`src/design/gru_pkg.sv`:
```
// shared types, constants and helpers for the grid range update unit
// no dependencies
package gru_pkg;

   localparam int MAX_ROWS = 64;
   localparam int MAX_COLS = 64;
   localparam int ROW_W    = $clog2(MAX_ROWS);
   localparam int COL_W    = $clog2(MAX_COLS);
   localparam int DIM_W    = 7;
   localparam int DSTRIDE  = MAX_COLS + 1;
   localparam int DCELLS   = (MAX_ROWS + 1) * (MAX_COLS + 1);
   localparam int DADDR_W  = $clog2(DCELLS);
   localparam int GCELLS   = MAX_ROWS * MAX_COLS;
   localparam int GADDR_W  = $clog2(GCELLS);
   localparam int SUM_W    = 40;
   localparam int VAL_W    = 16;
   localparam int CNT_W    = 13;
   localparam int CIDX_W   = 2;
   localparam int CDATA_W  = 16;

   // item modes
   localparam logic [1:0] MODE_LOAD   = 2'd0;
   localparam logic [1:0] MODE_UPDATE = 2'd1;
   localparam logic [1:0] MODE_FINISH = 2'd2;

   // register indexes
   localparam logic [CIDX_W-1:0] REG_ROWS   = 2'd0;
   localparam logic [CIDX_W-1:0] REG_COLS   = 2'd1;
   localparam logic [CIDX_W-1:0] REG_THRESH = 2'd2;

   typedef struct packed {
      logic [1:0]       mode;
      logic [ROW_W-1:0] row_top;
      logic [COL_W-1:0] col_left;
      logic [ROW_W-1:0] row_bottom;
      logic [COL_W-1:0] col_right;
      logic             is_attack;
      logic [VAL_W-1:0] amount;
      logic [VAL_W-1:0] cell_value;
   } item_type;

   typedef struct packed {
      logic capture;
      logic load_wr;
      logic upd_run;
      logic sweep_rd;
      logic sweep_row;
      logic sweep_col;
      logic sweep_cmp;
      logic clr_run;
      logic emit;
   } cmd_type;

   typedef struct packed {
      logic [1:0] mode;
      logic       rect_ok;
      logic       cnr_last;
      logic       cell_last;
      logic       grid_empty;
      logic       clr_last;
      logic       rsp_busy;
   } status_type;

   typedef struct packed {
      logic [SUM_W-1:0] sum;
      logic             ovf;
   } add_type;

   // 40-bit two's complement add with wrap detect
   function automatic add_type add40(input logic [SUM_W-1:0] a, input logic [SUM_W-1:0] b);
      add_type r;
      r.sum = a + b;
      r.ovf = (a[SUM_W-1] == b[SUM_W-1]) && (r.sum[SUM_W-1] != a[SUM_W-1]);
      return r;
   endfunction

   function automatic logic [DADDR_W-1:0] dif_addr(input logic [DIM_W-1:0] r,
                                                   input logic [DIM_W-1:0] c);
      return DADDR_W'(r) * DADDR_W'(DSTRIDE) + DADDR_W'(c);
   endfunction

endpackage

```
`src/design/gru_ctrl.sv`:
```
// sequencer for load, rectangle update, finish sweep and clearing pass
// depends on gru_pkg
module gru_ctrl
   import gru_pkg::*;
(
   input  logic       clock,
   input  logic       reset,
   input  logic       req_tvalid,
   output logic       req_tready,
   input  status_type status,
   output cmd_type    cmd
);

   localparam logic [3:0] S_CLEAR = 4'd0;
   localparam logic [3:0] S_IDLE  = 4'd1;
   localparam logic [3:0] S_DEC   = 4'd2;
   localparam logic [3:0] S_UPD   = 4'd3;
   localparam logic [3:0] S_FRD   = 4'd4;
   localparam logic [3:0] S_FROW  = 4'd5;
   localparam logic [3:0] S_FCOL  = 4'd6;
   localparam logic [3:0] S_FCMP  = 4'd7;
   localparam logic [3:0] S_EMIT  = 4'd8;

   logic [3:0] state_ff, state_in;

   always_ff @(posedge clock) begin
      if (reset) begin
         state_ff <= S_CLEAR;
      end else begin
         state_ff <= state_in;
      end
   end

   assign req_tready = (state_ff == S_IDLE);

   always_comb begin
      state_in = state_ff;
      cmd      = '0;
      unique case (state_ff)
         S_CLEAR: begin
            cmd.clr_run = 1'b1;
            if (status.clr_last) state_in = S_IDLE;
         end
         S_IDLE: begin
            if (req_tvalid) begin
               cmd.capture = 1'b1;
               state_in    = S_DEC;
            end
         end
         S_DEC: begin
            priority if (status.mode == MODE_LOAD) begin
               cmd.load_wr = 1'b1;
               state_in    = S_IDLE;
            end else if (status.mode == MODE_UPDATE) begin
               state_in = status.rect_ok ? S_UPD : S_IDLE;
            end else if (status.mode == MODE_FINISH) begin
               state_in = status.grid_empty ? S_EMIT : S_FRD;
            end else begin
               state_in = S_IDLE;
            end
         end
         S_UPD: begin
            cmd.upd_run = 1'b1;
            if (status.cnr_last) state_in = S_IDLE;
         end
         S_FRD: begin
            cmd.sweep_rd = 1'b1;
            state_in     = S_FROW;
         end
         S_FROW: begin
            cmd.sweep_row = 1'b1;
            state_in      = S_FCOL;
         end
         S_FCOL: begin
            cmd.sweep_col = 1'b1;
            state_in      = S_FCMP;
         end
         S_FCMP: begin
            cmd.sweep_cmp = 1'b1;
            state_in      = status.cell_last ? S_EMIT : S_FRD;
         end
         S_EMIT: begin
            if (!status.rsp_busy) begin
               cmd.emit = 1'b1;
               state_in = S_CLEAR;
            end
         end
         default: state_in = S_CLEAR;
      endcase
   end

endmodule

```
`config.mk`:
```
export PLATFORM = sky130hd
export DESIGN_NAME = gru_ctrl
export DESIGN_NICKNAME = d
export VERILOG_FILES = /design/src/design/gru_pkg.sv /design/src/design/gru_ctrl.sv
export SDC_FILE = /design/constraint.sdc
export NUM_CORES = 1
export LEC_CHECK = 0
export BUFFER_PORTS_ARGS = -buffer_cell sky130_fd_sc_hd__buf_4
export CAP_MARGIN = 5
export CORE_AREA = 2 2 39 41
export CTS_BUF_LIST = sky130_fd_sc_hd__clkbuf_16
export DETAILED_ROUTE_END_ITERATION = 6
export DIE_AREA = 0 0 41 43
export SLEW_MARGIN = 20
export SYNTH_ARGS = -nofsm -noshare
export SYNTH_HDL_FRONTEND = slang
export SYNTH_SLANG_ARGS = --single-unit
export TNS_END_PERCENT = 30
```
`constraint.sdc`:
```
create_clock -name clock -period 3.2 [get_ports clock]
set_input_delay 0 -clock clock [delete_from_list [all_inputs] [get_ports clock]]
set_output_delay 0 -clock clock [all_outputs]
set_load 0.01 [all_outputs]
```
==> results.txt <==
After detailed routing, the number of vias per cell comes to 5.360. Measured along the y axis, the die boundary spans 43 um. The logs give 4 for the number of sinks handled by clock tree synthesis and 2 for the deepest clock path buffer count. Summed over all layers, the routed wires come to 1113 um.

In this run the most critical hold path is launched from reset. The mapped netlist covers 399.1 um2. In the synthesized netlist the dominant register cell turns out to be sky130_fd_sc_hd__dfxtp_1. Static timing analysis puts the maximum clock frequency at 0.6511 GHz. The wire length of the first global-routing pass is 1766 um, and the number of iterations in the first detailed-routing pass is 4.

For the worst setup path, the data arrival time is 1.54 ns. Post-layout utilization of the core: 0.4467. The tools report the count of cells resized by post-cts repair as 0. The tools report the worst path setup slack after routing as 1.664 ns.

In the layout the commonest cells are sky130_fd_sc_hd__buf_4 (20), sky130_fd_sc_hd__nor2_1 (8), sky130_fd_sc_hd__inv_1 (4), sky130_fd_sc_hd__dfxtp_1 (4). The per-cell routed wire length works out to 12.51 um. The share of layout cells above drive strength 1 was 0.3699. The flow ran to the end, and the final reports show no timing, DRC or antenna violations. The number of levels the H-tree was split into was 1. Ranked by total cell area, the synthesized netlist is headed by sky130_fd_sc_hd__dfxtp_1 (20%), sky130_fd_sc_hd__nor2_1 (7.5%), sky130_fd_sc_hd__nand2b_1 (4.7%).

In this run, distinct cell masters in the synthesized netlist total 30. The run gives 0.1506 as the overall fraction of global-route tracks in use. The tools report the I/O pin count as 21. The number of nets in the synthesized netlist is 65. The area share of the leading cell type in the synthesized netlist was 0.2006; the max capacitance violation total was 0. The sequential fraction of the synthesis area is 0.2006, and the number of warning messages in the yosys log is 0. The run gives 438 as the number of global-route vias before repair. The slowest cell on the critical path is sky130_fd_sc_hd__dfxtp_1.

The die covers 0.001763 mm2. For the maximum number of pins on one net before global-route repair, the log shows 16. For the finished layout, the period the worst path requires is 1.536 ns. The average size of a mapped cell is 7.391 um2. For the data required time of the critical path, the log shows 3.20 ns.

The largest registers in the layout are state_ff: 4 flops. Setup repair after global routing left no endpoint under its margin. The number of synthesized flops with an enable pin was 0; the number of storage elements in the synthesis netlist was 4. The run gives 0.0002748 uW as the leakage power total.

The HPWL after detailed placement was 770.1 um; the number of routed nets with antenna violations was 0. TritonCTS built the clock tree. The fraction of synthesis flops using an asynchronous set or reset pin was 0. The final routed DRC violation total was 0; the post-route fraction of the period consumed by the critical path was 0.4800. Prior to clock tree synthesis, the placed netlist has a worst setup slack of 1.774 ns. STA classifies the critical path endpoint as a primary output.

Between clock sinks in the finished design, the worst skew comes to 0.001997 ns. After filler insertion, the fill cell instance count of the layout stands at 152. The tools report the initial antenna violation count as 0. The logs give 0.2884 for the initial core utilization and 0.01045 ns for the worst hold slack. The startpoint class of the critical path was a register. The core outline area is 0.001384 mm2. The repair_antennas step left the layout with diodes totalling 0. The number of hold violations in the final report is 0, and the total buffers and inverters traversed by the critical path is 1.

The largest total area in the synthesized netlist belongs to sky130_fd_sc_hd__dfxtp_1. The library cell used most frequently in the layout, excluding fill and tap cells, is sky130_fd_sc_hd__buf_4. The logs give 0.6352 for the headroom to the max-slew limit and 0 for the max-slew violation count. The type of the most critical hold path is input port to register. In this run, post-CTS hold repair placed 0 buffers. In this run the power density over the cells is 689.5 mW/mm2. Clock-pin slew was measured on the worst setup and hold paths at 0.03 ns.

Grouping stages by cell kind, the critical path spends the most delay in simple AND/OR/NAND/NOR gates. The critical path class is register to primary output. The run gives 0 as the remaining global-route overflow.

Number of instances in the synthesized netlist: 54. The register with the most flip-flops in the layout has 4 of them. After routing, the total negative slack on setup checks comes to 0 ns. The insertion delay to the later sink of the worst-skew pair is 0.22 ns.

Start point of the critical path: state_ff[0]. Setup violations remaining at the end of the flow were counted as 0. state_ff holds more flip-flops than any other register. For this run, the slowest stage of the critical path takes 0.41 ns. The worst register-to-register path begins at state_ff[0]. Relative to the synthesized area, the layout overhead comes to 54.86%.

The tools report the final net count as 86. The number of buffers added for setup after CTS was 0; the number of input and output port buffers inserted was 20. Detailed routing inserted a total of 477 vias. The TritonCTS buffer count is 3. At the pin with the least slew margin, the transition time is 0.5464 ns. The number of DRC violations after detailed-routing iteration 0 came out at 10.

The congestion estimate from routability-driven global placement came to 0.7525. The tools report the root buffer selected by CTS as sky130_fd_sc_hd__clkbuf_16. The width of the chip came out at 41 um. The largest fanout on the critical path came out at 13.

Across the VDD grid, the largest voltage drop is 0.0004121 V. The signal on the critical path passes through nand2b_1, nor4_1, and2_1, buf_4. In this run the core area contains 14 standard-cell rows.
## final cells by class
class                   instances  area, um2  share of cell area
inverters                       4      15.01             0.02429
well taps                      16      20.02             0.03239
repair buffers                 20      150.1              0.2429
clock buffers                   3      75.07              0.1215
multi-input cells              42      277.8              0.4494
flip-flops and latches          4      80.08              0.1296
## synth_stat cells, types with 2 or more instances
cell type / instances
sky130_fd_sc_hd__nor2_1: 8
sky130_fd_sc_hd__dfxtp_1: 4
sky130_fd_sc_hd__inv_1: 4
sky130_fd_sc_hd__buf_2: 3
sky130_fd_sc_hd__nand2b_1: 3
sky130_fd_sc_hd__nor3_1: 3
sky130_fd_sc_hd__a31oi_1: 2
sky130_fd_sc_hd__and2_1: 2
sky130_fd_sc_hd__nand2_1: 2
sky130_fd_sc_hd__nor4_1: 2
sky130_fd_sc_hd__o21a_1: 2
## worst paths after layout
path                               endpoint  slack [ns]  depth (start not counted)
worst max-delay path                 cmd[7]        1.66                          4
worst min-delay path            state_ff[3]        0.01                          2
worst max register to register  state_ff[0]        1.73                          4
worst min register to register  state_ff[0]        0.67                          2
## per-stage QoR
step / area (um2) / cells / power [uW]
final: 618.1 / 89 / 426.1
after global routing: 618.1 / 89 / 451.1
after CTS: 618.1 / 89 / 429.5
after detailed placement: 543.0 / 86 / 230.7
after global placement: 543.0 / 86 / 231.9
after floorplan: 399.1 / 54 / 188.2
## cells by family after synthesis
kind of cell	Yosys count	share of synthesized area
muxes	1	0.02508
and+or+nand+nor	29	0.4170
AOI/OAI and AO/OA	12	0.2539
DFF	4	0.2006
buffers and inverters	8	0.1034
## layer usage
layer	track usage	up-vias	wire length (um)
li1	-	234	-
met1	0.1640	223	474
met2	0.2188	18	549
met3	0.07330	2	73
met4	0.1000	0	16
met5	0	-	0
## report_power, final
group          switching, uW  internal [uW]  total [uW]  leakage [uW]
sequential              28.6           60.1        88.8     0.0000326
combinational           65.8           78.9         145      0.000205
clock                   33.3            159         193     0.0000370
total                    128            298         426      0.000275
No activity file was read; power rests on OpenSTA's default activity.
